--- config.mk ---
export PLATFORM = sky130hd
export DESIGN_NAME = heap_sort_engine_core
export DESIGN_NICKNAME = d
export VERILOG_FILES = /design/src/sv/hse_pkg.sv /design/src/sv/hse_ctrl.sv /design/src/sv/hse_dp.sv /design/src/sv/heap_sort_engine_core.sv
export VERILOG_INCLUDE_DIRS = /design/src /design/src/sv
export SDC_FILE = /design/constraint.sdc
export NUM_CORES = 2
export LEC_CHECK = 0
export ABC_AREA = 1
export ABC_CLOCK_PERIOD_IN_PS = 4200
export BUFFER_PORTS_ARGS = -buffer_cell sky130_fd_sc_hd__buf_2
export CAP_MARGIN = 15
export CORE_MARGIN = 8
export CORE_UTILIZATION = 60
export DETAILED_ROUTE_END_ITERATION = 8
export HOLD_SLACK_MARGIN = 0.02
export PLACE_DENSITY = 0.77
export SLEW_MARGIN = 20
export SYNTH_ARGS = -nofsm -noshare
export SYNTH_HDL_FRONTEND = slang
export SYNTH_SLANG_ARGS = --single-unit
--- constraint.sdc ---
create_clock -name clk -period 4.2 [get_ports clk]
set_clock_uncertainty 0.1 [all_clocks]
set_input_delay 0.42 -clock clk [delete_from_list [all_inputs] [get_ports clk]]
set_output_delay 0.42 -clock clk [all_outputs]
set_load 0.005 [all_outputs]
--- src/sv/assert_macros.svh ---
// assertion macros shared by the heap sort engine modules
`ifndef ASSERT_MACROS_SVH
`define ASSERT_MACROS_SVH

// checked on every clock edge outside reset
`define ASSERT_CLK(label, prop, msg) \
	label: assert property (@(posedge clk) disable iff (!arst_n) (prop)) else $error(msg);

// checked on every clock edge, reset included
`define ASSERT_ALWAYS(label, prop, msg) \
	label: assert property (@(posedge clk) (prop)) else $error(msg);

`endif

--- src/sv/hse_pkg.sv ---
// shared types and constants of the heap sort engine
package hse_pkg;

	localparam int MAX_ITEMS_DEF = 64;
	localparam int DATA_W        = 32;

	typedef enum logic [3:0] {
		ST_LOAD,
		ST_B_NEXT,
		ST_LD_CUR,
		ST_STEP,
		ST_LC,
		ST_RC,
		ST_DEC,
		ST_X_NEXT,
		ST_X_LD_LAST,
		ST_X_LD_ROOT,
		ST_E_RD,
		ST_E_CAP,
		ST_E_HOLD
	} state_t;

	typedef enum logic [3:0] {
		OP_LOAD,
		OP_B_NEXT,
		OP_LD_CUR,
		OP_STEP,
		OP_LC,
		OP_RC,
		OP_DEC,
		OP_X_NEXT,
		OP_X_LD_LAST,
		OP_X_LD_ROOT,
		OP_E_RD,
		OP_E_CAP,
		OP_E_HOLD
	} op_t;

	typedef struct packed {
		op_t  op;
		logic fire;
	} cmd_t;

	typedef struct packed {
		logic k_zero;
		logic k_le1;
		logic lc_out;
		logic rc_in;
		logic big_is_root;
		logic out_last;
	} status_t;

endpackage

--- src/sv/hse_ctrl.sv ---
// sequencer of the heap sort engine: load, heap build, extraction and emission
`include "assert_macros.svh"

module hse_ctrl (
	input  logic             clk,
	input  logic             arst_n,
	input  logic             s_tvalid,
	input  logic             s_tlast,
	output logic             s_tready,
	output logic             m_tvalid,
	input  logic             m_tready,
	output hse_pkg::cmd_t    cmd,
	input  hse_pkg::status_t st
);

	hse_pkg::state_t state_q, state_d;
	logic            phase_q, phase_d;
	hse_pkg::state_t ret_state;

	always_ff @(posedge clk or negedge arst_n) begin
		if (!arst_n) begin
			state_q <= hse_pkg::ST_LOAD;
			phase_q <= 1'b0;
		end else begin
			state_q <= state_d;
			phase_q <= phase_d;
		end
	end

	// phase 0 is heap build, phase 1 is extraction
	assign ret_state = phase_q ? hse_pkg::ST_X_NEXT : hse_pkg::ST_B_NEXT;

	always_comb begin
		state_d  = state_q;
		phase_d  = phase_q;
		s_tready = 1'b0;
		m_tvalid = 1'b0;
		cmd.op   = hse_pkg::OP_LOAD;
		cmd.fire = 1'b0;
		case (state_q)
			hse_pkg::ST_LOAD: begin
				s_tready = 1'b1;
				cmd.op   = hse_pkg::OP_LOAD;
				cmd.fire = s_tvalid;
				phase_d  = 1'b0;
				if (s_tvalid && s_tlast) begin
					state_d = hse_pkg::ST_B_NEXT;
				end
			end
			hse_pkg::ST_B_NEXT: begin
				cmd.op = hse_pkg::OP_B_NEXT;
				if (st.k_zero) begin
					state_d = hse_pkg::ST_X_NEXT;
					phase_d = 1'b1;
				end else begin
					state_d = hse_pkg::ST_LD_CUR;
				end
			end
			hse_pkg::ST_LD_CUR: begin
				cmd.op  = hse_pkg::OP_LD_CUR;
				state_d = hse_pkg::ST_STEP;
			end
			hse_pkg::ST_STEP: begin
				cmd.op  = hse_pkg::OP_STEP;
				state_d = st.lc_out ? ret_state : hse_pkg::ST_LC;
			end
			hse_pkg::ST_LC: begin
				cmd.op  = hse_pkg::OP_LC;
				state_d = st.rc_in ? hse_pkg::ST_RC : hse_pkg::ST_DEC;
			end
			hse_pkg::ST_RC: begin
				cmd.op  = hse_pkg::OP_RC;
				state_d = hse_pkg::ST_DEC;
			end
			hse_pkg::ST_DEC: begin
				cmd.op  = hse_pkg::OP_DEC;
				state_d = st.big_is_root ? ret_state : hse_pkg::ST_STEP;
			end
			hse_pkg::ST_X_NEXT: begin
				cmd.op  = hse_pkg::OP_X_NEXT;
				state_d = st.k_le1 ? hse_pkg::ST_E_RD : hse_pkg::ST_X_LD_LAST;
			end
			hse_pkg::ST_X_LD_LAST: begin
				cmd.op  = hse_pkg::OP_X_LD_LAST;
				state_d = hse_pkg::ST_X_LD_ROOT;
			end
			hse_pkg::ST_X_LD_ROOT: begin
				cmd.op  = hse_pkg::OP_X_LD_ROOT;
				state_d = hse_pkg::ST_STEP;
			end
			hse_pkg::ST_E_RD: begin
				cmd.op  = hse_pkg::OP_E_RD;
				state_d = hse_pkg::ST_E_CAP;
			end
			hse_pkg::ST_E_CAP: begin
				cmd.op  = hse_pkg::OP_E_CAP;
				state_d = hse_pkg::ST_E_HOLD;
			end
			hse_pkg::ST_E_HOLD: begin
				m_tvalid = 1'b1;
				cmd.op   = hse_pkg::OP_E_HOLD;
				cmd.fire = m_tready;
				if (m_tready) begin
					state_d = st.out_last ? hse_pkg::ST_LOAD : hse_pkg::ST_E_RD;
				end
			end
			default: begin
				state_d = hse_pkg::ST_LOAD;
			end
		endcase
	end

	`ASSERT_ALWAYS(a_no_in_during_out, !(s_tready && m_tvalid), "input open while result pending")
	`ASSERT_CLK(a_last_leaves_load, (s_tvalid && s_tready) |=> (state_q == hse_pkg::ST_LOAD ||
		state_q == hse_pkg::ST_B_NEXT), "unexpected state after request")

endmodule

--- src/sv/hse_dp.sv ---
// datapath of the heap sort engine: element store, counters and sift compare
`include "assert_macros.svh"

module hse_dp #(
	parameter int MAX_ITEMS = hse_pkg::MAX_ITEMS_DEF
) (
	input  logic                              clk,
	input  logic                              arst_n,
	input  hse_pkg::cmd_t                     cmd,
	output hse_pkg::status_t                  st,
	input  logic signed [hse_pkg::DATA_W-1:0] in_value,
	input  logic                              in_last,
	output logic signed [hse_pkg::DATA_W-1:0] out_value,
	output logic                              out_last,
	output logic                              out_ovf
);

	localparam int AW = $clog2(MAX_ITEMS);
	localparam int CW = $clog2(MAX_ITEMS + 1);
	localparam int IW = AW + 2;
	localparam logic [CW-1:0] MAX_C = CW'(MAX_ITEMS);

	logic signed [hse_pkg::DATA_W-1:0] mem_q [MAX_ITEMS];
	logic signed [hse_pkg::DATA_W-1:0] rdata_q;
	logic signed [hse_pkg::DATA_W-1:0] cur_q, bv_q;
	logic signed [hse_pkg::DATA_W-1:0] out_val_q;
	logic                              out_last_q, out_ovf_q;

	logic [CW-1:0] count_q, size_q, heap_q, k_q;
	logic [AW-1:0] root_q, big_q;
	logic          ovf_q;

	logic                              we;
	logic [AW-1:0]                     waddr, raddr;
	logic signed [hse_pkg::DATA_W-1:0] wdata;

	logic [IW-1:0] lc_w, rc_w, heap_w;
	logic [CW-1:0] k_m1, n_next, k_p1;
	logic          has_room;

	assign lc_w     = {1'b0, root_q, 1'b1};
	assign rc_w     = lc_w + IW'(1);
	assign heap_w   = IW'(heap_q);
	assign k_m1     = k_q - CW'(1);
	assign k_p1     = k_q + CW'(1);
	assign has_room = count_q < MAX_C;
	assign n_next   = has_room ? count_q + CW'(1) : count_q;

	assign st.k_zero      = k_q == '0;
	assign st.k_le1       = k_q <= CW'(1);
	assign st.lc_out      = lc_w >= heap_w;
	assign st.rc_in       = rc_w < heap_w;
	assign st.big_is_root = big_q == root_q;
	assign st.out_last    = out_last_q;

	assign out_value = out_val_q;
	assign out_last  = out_last_q;
	assign out_ovf   = out_ovf_q;

	always_comb begin
		we    = 1'b0;
		waddr = root_q;
		wdata = cur_q;
		raddr = '0;
		case (cmd.op)
			hse_pkg::OP_LOAD: begin
				we    = cmd.fire && has_room;
				waddr = count_q[AW-1:0];
				wdata = in_value;
			end
			hse_pkg::OP_B_NEXT:   raddr = k_m1[AW-1:0];
			hse_pkg::OP_STEP: begin
				we    = st.lc_out;
				raddr = lc_w[AW-1:0];
			end
			hse_pkg::OP_LC:       raddr = rc_w[AW-1:0];
			hse_pkg::OP_DEC: begin
				we    = 1'b1;
				wdata = st.big_is_root ? cur_q : bv_q;
			end
			hse_pkg::OP_X_NEXT:   raddr = k_m1[AW-1:0];
			hse_pkg::OP_X_LD_ROOT: begin
				we    = 1'b1;
				waddr = k_m1[AW-1:0];
				wdata = rdata_q;
			end
			hse_pkg::OP_E_RD:     raddr = k_q[AW-1:0];
			default: begin
				we = 1'b0;
			end
		endcase
	end

	always_ff @(posedge clk) begin
		if (we) begin
			mem_q[waddr] <= wdata;
		end
		rdata_q <= mem_q[raddr];
	end

	always_ff @(posedge clk or negedge arst_n) begin
		if (!arst_n) begin
			count_q <= '0;
			size_q  <= '0;
			heap_q  <= '0;
			k_q     <= '0;
			root_q  <= '0;
			big_q   <= '0;
			ovf_q   <= 1'b0;
		end else begin
			case (cmd.op)
				hse_pkg::OP_LOAD: begin
					if (cmd.fire) begin
						count_q <= n_next;
						if (!has_room) begin
							ovf_q <= 1'b1;
						end
						if (in_last) begin
							size_q <= n_next;
							heap_q <= n_next;
							k_q    <= n_next >> 1;
						end
					end
				end
				hse_pkg::OP_B_NEXT: begin
					if (st.k_zero) begin
						k_q <= size_q;
					end else begin
						k_q    <= k_m1;
						root_q <= k_m1[AW-1:0];
					end
				end
				hse_pkg::OP_LC: begin
					big_q <= (rdata_q > cur_q) ? lc_w[AW-1:0] : root_q;
				end
				hse_pkg::OP_RC: begin
					if (rdata_q > bv_q) begin
						big_q <= rc_w[AW-1:0];
					end
				end
				hse_pkg::OP_DEC: begin
					root_q <= big_q;
				end
				hse_pkg::OP_X_NEXT: begin
					if (st.k_le1) begin
						k_q <= '0;
					end
				end
				hse_pkg::OP_X_LD_ROOT: begin
					heap_q <= k_m1;
					k_q    <= k_m1;
					root_q <= '0;
				end
				hse_pkg::OP_E_HOLD: begin
					if (cmd.fire) begin
						if (out_last_q) begin
							count_q <= '0;
							ovf_q   <= 1'b0;
						end else begin
							k_q <= k_p1;
						end
					end
				end
				default: begin
					k_q <= k_q;
				end
			endcase
		end
	end

	// sift value, best child value and result payload
	always_ff @(posedge clk) begin
		case (cmd.op)
			hse_pkg::OP_LD_CUR:    cur_q <= rdata_q;
			hse_pkg::OP_X_LD_LAST: cur_q <= rdata_q;
			hse_pkg::OP_LC:        bv_q  <= (rdata_q > cur_q) ? rdata_q : cur_q;
			hse_pkg::OP_RC: begin
				if (rdata_q > bv_q) begin
					bv_q <= rdata_q;
				end
			end
			hse_pkg::OP_E_CAP: begin
				out_val_q  <= rdata_q;
				out_last_q <= k_p1 == size_q;
				out_ovf_q  <= ovf_q;
			end
			default: begin
				cur_q <= cur_q;
			end
		endcase
	end

	`ASSERT_CLK(a_count_bound, count_q <= MAX_C, "element count beyond capacity")
	`ASSERT_CLK(a_heap_bound, heap_q <= size_q, "heap larger than run")
	`ASSERT_CLK(a_run_clears, (cmd.op == hse_pkg::OP_E_HOLD && cmd.fire && out_last_q) |=>
		(count_q == '0 && !ovf_q), "run state not cleared after final result")

endmodule

--- src/sv/heap_sort_engine_core.sv ---
// heap sort engine: collects a set, heap sorts it in place, emits it ascending
// loading accepts an item whenever s_tvalid is high; the item marked last starts the sort
// each sift level runs STEP, LC, an optional RC and DEC on the single read port of the store
// build is size/2 sifts, extraction size-1 sifts of up to log2(size) levels each
// emission runs E_RD, E_CAP and E_HOLD per result, waiting in E_HOLD on sink stalls; no input during sort or emission
// reset clears counters, the overflow flag and sequencer; store contents stay undefined, no clearing pass

module heap_sort_engine_core #(
	parameter int MAX_ITEMS = hse_pkg::MAX_ITEMS_DEF
) (
	input  logic                              clk,
	input  logic                              arst_n,
	input  logic                              s_tvalid,
	output logic                              s_tready,
	input  logic signed [hse_pkg::DATA_W-1:0] s_tdata,  // value
	input  logic                              s_tlast,  // last
	output logic                              m_tvalid,
	input  logic                              m_tready,
	output logic signed [hse_pkg::DATA_W-1:0] m_tdata,  // sorted_value
	output logic                              m_tlast,  // last_of_run
	output logic                              m_tuser   // overflowed
);

	hse_pkg::cmd_t    cmd;
	hse_pkg::status_t st;

	hse_ctrl u_ctrl (
		.clk      (clk),
		.arst_n   (arst_n),
		.s_tvalid (s_tvalid),
		.s_tlast  (s_tlast),
		.s_tready (s_tready),
		.m_tvalid (m_tvalid),
		.m_tready (m_tready),
		.cmd      (cmd),
		.st       (st)
	);

	hse_dp #(
		.MAX_ITEMS (MAX_ITEMS)
	) u_dp (
		.clk       (clk),
		.arst_n    (arst_n),
		.cmd       (cmd),
		.st        (st),
		.in_value  (s_tdata),
		.in_last   (s_tlast),
		.out_value (m_tdata),
		.out_last  (m_tlast),
		.out_ovf   (m_tuser)
	);

endmodule
# [Word level (Yosys, flattened, before mapping)]
# Memory sizes are Yosys's and may differ from the RTL's. A register that Yosys moved wholly into a read port is not among the register bits.
# Index checks and enable logic that the tools add are counted.
[classes] n_reduce_logical=24 order_cmp=6 bitwise=0 eq_ne=38 multipliers=0 n_addsub=4 div=0 shift=0 muxes=51
[op_table] op="$mux 32" count=3
[op_table] op="$pmux 32 s3" count=1
[op_table] op="$pmux 4 s12" count=2
[op_table] op="$mux 7" count=12
[op_table] op="$gt 32x32->1" count=2
[op_table] op="$pmux 32 s2" count=1
[op_table] op="$eq 4x4->1 const B" count=10
[op_table] op="$pmux 7 s5" count=1
[op_table] op="$eq 4x3->1 const B" count=8
[op_table] op="$pmux 7 s2" count=2
[op_table] op="$pmux 6 s2" count=2
[op_table] op="$pmux 6 s4" count=1
[op_table] op="$mux 4" count=5
[op_table] op="$mux 6" count=3
[op_table] op="$pmux 6 s3" count=1
[op_table] op="$eq 4x2->1 const B" count=4
[op_table] op="$add 7x1->7 const B" count=2
[op_table] op="$ne 2x2->1 const B" count=7
[op_table] op="$ne 2x1->1 const B" count=5
[op_table] op="$mux 1" count=9
[op_table] op="$add 7x1->8 const B" count=1
[op_table] op="$eq 4x1->1 const B" count=2
[op_table] op="$logic_not 4->1" count=2
[op_table] op="$lt 8x7->1" count=1
[op_table] op="other kinds (21)" count=36
[word_totals] latchBits=0 in_bits=37 ram_bits=2048 output_inout_bits=36 elab_cells=138 n_memories=1 rom_bits=0 regBits=144
[mem_list] name="u_dp.mem_q" words=64 word_bits=32 read_ports=1 rd_clocked_by_memory_dff=1 write_ports=1 line_no="hse_dp.sv:23" rtl="logic signed [hse_pkg::DATA_W-1:0] mem_q [MAX_ITEMS];"

# [Depth between registers and ports, before layout]
[depth] depth_word=7 mapped_depth=20 mapped_depth_nobuf=20

# [Modules after synthesis]
# Synthesis repeated with hierarchy kept, for this count alone.
[hier_totals] hier_cells=9300 area_unflattened_um2=99471.7
[modules_own_cells] mod="hse_dp" n_inst=1 cells_each=9217 area_per_inst_um2=98991.2 seq_area_each_um2=66108.4
[modules_own_cells] mod="hse_ctrl" n_inst=1 cells_each=83 area_per_inst_um2=480.5 seq_area_each_um2=125.1

# [Worst setup path after synthesis]
# OpenSTA, ideal clock, no wires.
[synth_path] path_kind="register to register" startpoint="register u_dp.k_q[0]" endpoint="memory u_dp.mem_q[0][0] in the netlist's numbering (enable)" required_time_ns=3.679 path_slack_ns=0.321 path_stages_with_launch=15 arrival_ns=3.358 synth_period_minus_slack_ns=3.879 setup_time_ns=0.421 n_path_buf=1 cell_sequence="dfrtp_1 -> buf_2 -> clkinv_1 -> ha_1 -> nand2_1 -> nor2_1 -> xor2_1 -> inv_1 -> nand2_1 -> o21ai_0 -> a21oi_1 -> inv_1 -> nor2_1 -> nand2_1 -> nor2_1"
[synth_via] elab_chain_cells=2
[synth_rtl] item="start, declared" line_no="hse_dp.sv:29" rtl="logic [CW-1:0] count_q, size_q, heap_q, k_q;"
[synth_rtl] item="start signal, assigned" line_no="hse_dp.sv:121" rtl="k_q <= n_next >> 1;"
[synth_rtl] item="start signal, assigned" line_no="hse_dp.sv:127" rtl="k_q <= size_q;"
[synth_rtl] item="start signal, assigned" line_no="hse_dp.sv:129" rtl="k_q <= k_m1;"
[synth_rtl] item="$sub 7x1->7" line_no="hse_dp.sv:44" rtl="assign k_m1 = k_q - CW'(1);"
[synth_rtl] item="$pmux 6 s2" line_no="hse_dp.sv:65" rtl="case (cmd.op)"
[synth_rtl] item="end, declared" line_no="hse_dp.sv:23"
# No other way between the ends.

# [Worst setup path after layout]
[layout_path] startpoint="register u_ctrl.state_q[2]" endpoint="register u_dp.rdata_q[26] in the netlist's numbering, read port of u_dp.mem_q"
[layout_via] elab_chain_cells=5 word_cells_on_any_way=20 cone_classes="eq/ne (17); mux (2); reduce/logical (1)"
[layout_rtl] item="start, declared" line_no="hse_ctrl.sv:16" rtl="hse_pkg::state_t state_q, state_d;"
[layout_rtl] item="start signal, assigned" line_no="hse_ctrl.sv:22" rtl="state_q <= hse_pkg::ST_LOAD;"
[layout_rtl] item="start signal, assigned" line_no="hse_ctrl.sv:25" rtl="state_q <= state_d;"
[layout_rtl] item="$eq 4x4->1 (tied with other cells)" line_no="hse_ctrl.sv:40" rtl="case (state_q)"
[layout_rtl] item="$pmux 4 s12 (*)" line_no="hse_ctrl.sv:40"
[layout_rtl] item="$eq 4x1->1 or $eq 4x3->1 (tied branches)" line_no="hse_dp.sv:65"
[layout_rtl] item="$reduce_or 2->1 (no line)"
[layout_rtl] item="$pmux 6 s4 (*)" line_no="hse_dp.sv:65"
[layout_rtl] item="end, declared" line_no="hse_dp.sv:24" rtl="logic signed [hse_pkg::DATA_W-1:0] rdata_q;"
# Mark *: on every way between the ends. The rest lies on a longest branch, timed or not.
# A chain may end at the register's enable or synchronous reset.

==> flow_summary.ini <==
[sta]
fin_crit_ns = 4.148
max_freq_ghz = 0.2411
grt_setup_unrepaired = false
hold_viol_final = 0
maxSlewViolCount = 0
fin_setup_tns_ns = 0
worst_slew_pin_slew_ns = 1.228
holdWs_ns = 0.1348
min_period_over_period_pct = 98.75
slew_headroom_pct = 18.14
setup_viol = 0

[logic_synthesis]
synth_seq_cells = 2224
yosys_warnings = 0
synth_seq_area_share_pct = 66.80
synthesis.instances = 9285
synth_top_cell_by_area = edfxtp_1
synth_top_cells_by_area = edfxtp_1, nand3_1, nand2_1
synth_top_area_share_pct = 64.99
synth_flop_cell = edfxtp_1
synth-edff-count = 2146
synth_area_mm2 = 0.09916
mappedNetlistNets = 9403
syn_area_per_cell_um2 = 10.68
synthDistinctLibCells = 41
ys_async_sr_fraction_pct = 2.068

[floorplanning]
core-area_mm2 = 0.1646
core.rowCount = 149
die_area_mm2 = 0.1785
die_w_um = 422.5
start_util_pct = 60.24
pin_count = 73
die_h_um = 422.5

[global_route]
grt_max_degree = 182
grt_first_pass_wirelength_um = 420500
grt.overflow.total = 0
antenna_found_initial = 3
track_usage_pct = 30.81
grt_pass1_vias = 67762

[routing]
drt_drc_violations_left = 0
viasPerCell = 6.018
drtIter0Drc = 11083
wl_per_cell_um = 24.13
num_vias = 70660
ant_nets = 0
first_pass_iters = 6
finalWirelength_um = 283300

[clock_network]
cts.htree.levels = 4
clk_pin_slew_worst_paths_ns = 0.06
worst_skew_pair.late_latency_ns = 0.85
cts_tree = yes
clockBufferDepth = 3
numCtsBuffers = 218
cts-resized-gates = 0
cts.sinks = 2224
cts_setup_buffers = 0
cts_hold_repair.buffers = 5
clockRootBuffer = clkbuf_16

[place]
place_congestion = 0.9815
hpwl_um = 169900
postPlaceCellArea_mm2 = 0.1050
port_buffers = 72

[setup_path]
worstPathArrival_ns = 4.77
criticalPathCategory = flip-flop to flip-flop
start_kind = flip-flop
cp-end-kind = flip-flop
required_ns = 4.83
cp_slowest_stage_delay_ns = 0.50
cp_common_cell = nand3_1
cp_slowest_cell = nand3_1
path_cells = inv_2 -> nand2_1 -> nor2_2 -> inv_2 -> nand2_1 -> inv_8 -> buf_12 -> buf_4 -> nand3b_1 -> nand3_1 -> nand3_1 -> nand3_1 -> nand3_1 -> nand3_1 -> nand2_1
path_max_fanout = 160

[layout]
area_growth_pct = 13.00
fillers = 11310
final_cell_area_mm2 = 0.1121
fin_nets = 9477
utilization_pct = 68.07
final_layout_size_suffix_gt1_share_pct = 8.336
layout_commonest_cell = edfxtp_1
final_cell_mix = edfxtp_1, nand3_1, nand2_1

[outcome]
status = finished clean

[hold_path]
worst_hold_path_type = input port to flip-flop

[run]
max-cap-violations = 0
[registers in the layout, indices dropped and copies added (netlist names)]
signal          cells
u_dp.mem_q       2048
u_dp.bv_q          32
u_dp.cur_q         32
u_dp.out_value     32
u_dp.rdata_q       32
u_dp.count_q        7
u_dp.heap_q         7
u_dp.k_q            7
u_dp.size_q         7
u_dp.big_q          6
u_dp.root_q         6
u_ctrl.state_q      4
u_ctrl.phase_q      1
u_dp.out_last       1
u_dp.out_ovf        1
u_dp.ovf_q          1
[layout make-up]
| cell class | count | area, um^2 | share of cell area [%] |
|---|---|---|---|
| well taps | 2189 | 2739 | 2.444 |
| inverters | 1679 | 6327 | 5.647 |
| clock buffers | 293 | 5883 | 5.250 |
| multi-input cells | 4857 | 25360 | 22.64 |
| repair buffers | 379 | 4452 | 3.973 |
| flip-flops and latches | 2224 | 66230 | 59.11 |
| clock inverters | 117 | 1047 | 0.9346 |
| diodes | 3 | 7.507 | 0.006700 |
[worst paths after layout]
kind	to	startpoint	depth (start not counted)	slack, ns
max	u_dp.rdata_q[26]	u_ctrl.state_q[2]	15	0.05
min	u_dp.mem_q[40][26]	s_tdata[26]	3	0.13
min reg2reg	u_dp.out_ovf	u_dp.ovf_q	0	0.38
max reg2reg	u_dp.rdata_q[26]	u_ctrl.state_q[2]	15	0.05
max in group asynchronous	u_dp.root_q[4]	arst_n	3	3.41
min in group asynchronous	u_ctrl.state_q[3]	arst_n	3	0.14
[layer usage]
layer	part of all wire (%)	vias to the layer above	track usage, %
met5	0	-	0
met4	6.5	0	17.59
met3	12	752	7.099
met2	44	4667	46.01
met1	37	33828	41.84
li1	-	31413	-
[critical path, delay by kind of cell (launching register included)]
family	cells	cell delay, ns
buffers and inverters	5	1.31
flip-flops	1	0.47
AND/OR/NAND/NOR	10	1.84
[logic make-up (layout without fill, tap and decap cells)]
group	count (synthesis)	after routing	synth area share [%]
buf+inv	2204	2468	8.760
flops	2224	2224	66.80
fa+ha+maj	81	81	1.022
xor+xnor	17	17	0.1502
compound gates	280	280	1.841
simple gates	4479	4479	21.43
other cells	0	3	0
[cell usage after synthesis (11+ instances only)]
| master | count |
|---|---|
| xor2_1 | 12 |
| buf_1 | 67 |
| a21oi_1 | 46 |
| o21ai_0 | 80 |
| clkbuf_1 | 149 |
| o2111ai_1 | 39 |
| nand2_1 | 1792 |
| nand4_1 | 23 |
| ha_1 | 81 |
| nor2_1 | 147 |
| inv_1 | 1666 |
| nand3_1 | 2014 |
| buf_2 | 300 |
| dfrtp_1 | 46 |
| dfxtp_1 | 32 |
| edfxtp_1 | 2146 |
| nand3b_1 | 481 |
| o22ai_1 | 12 |
| inv_2 | 11 |
| o211ai_1 | 77 |
[stage by stage]
step / setup WS (ns) / instances
after floorplan: 0.3209 / 9285
after CTS: 0.2928 / 11735
final: 0.05238 / 11741
after global placement: 0.3552 / 11314
after global routing: 0.005393 / 11738
after detailed placement: 0.3196 / 11320
Power is left out: the tool's default activity adds up to more than one toggle a clock period on the data nets, which glitch-free logic cannot reach.
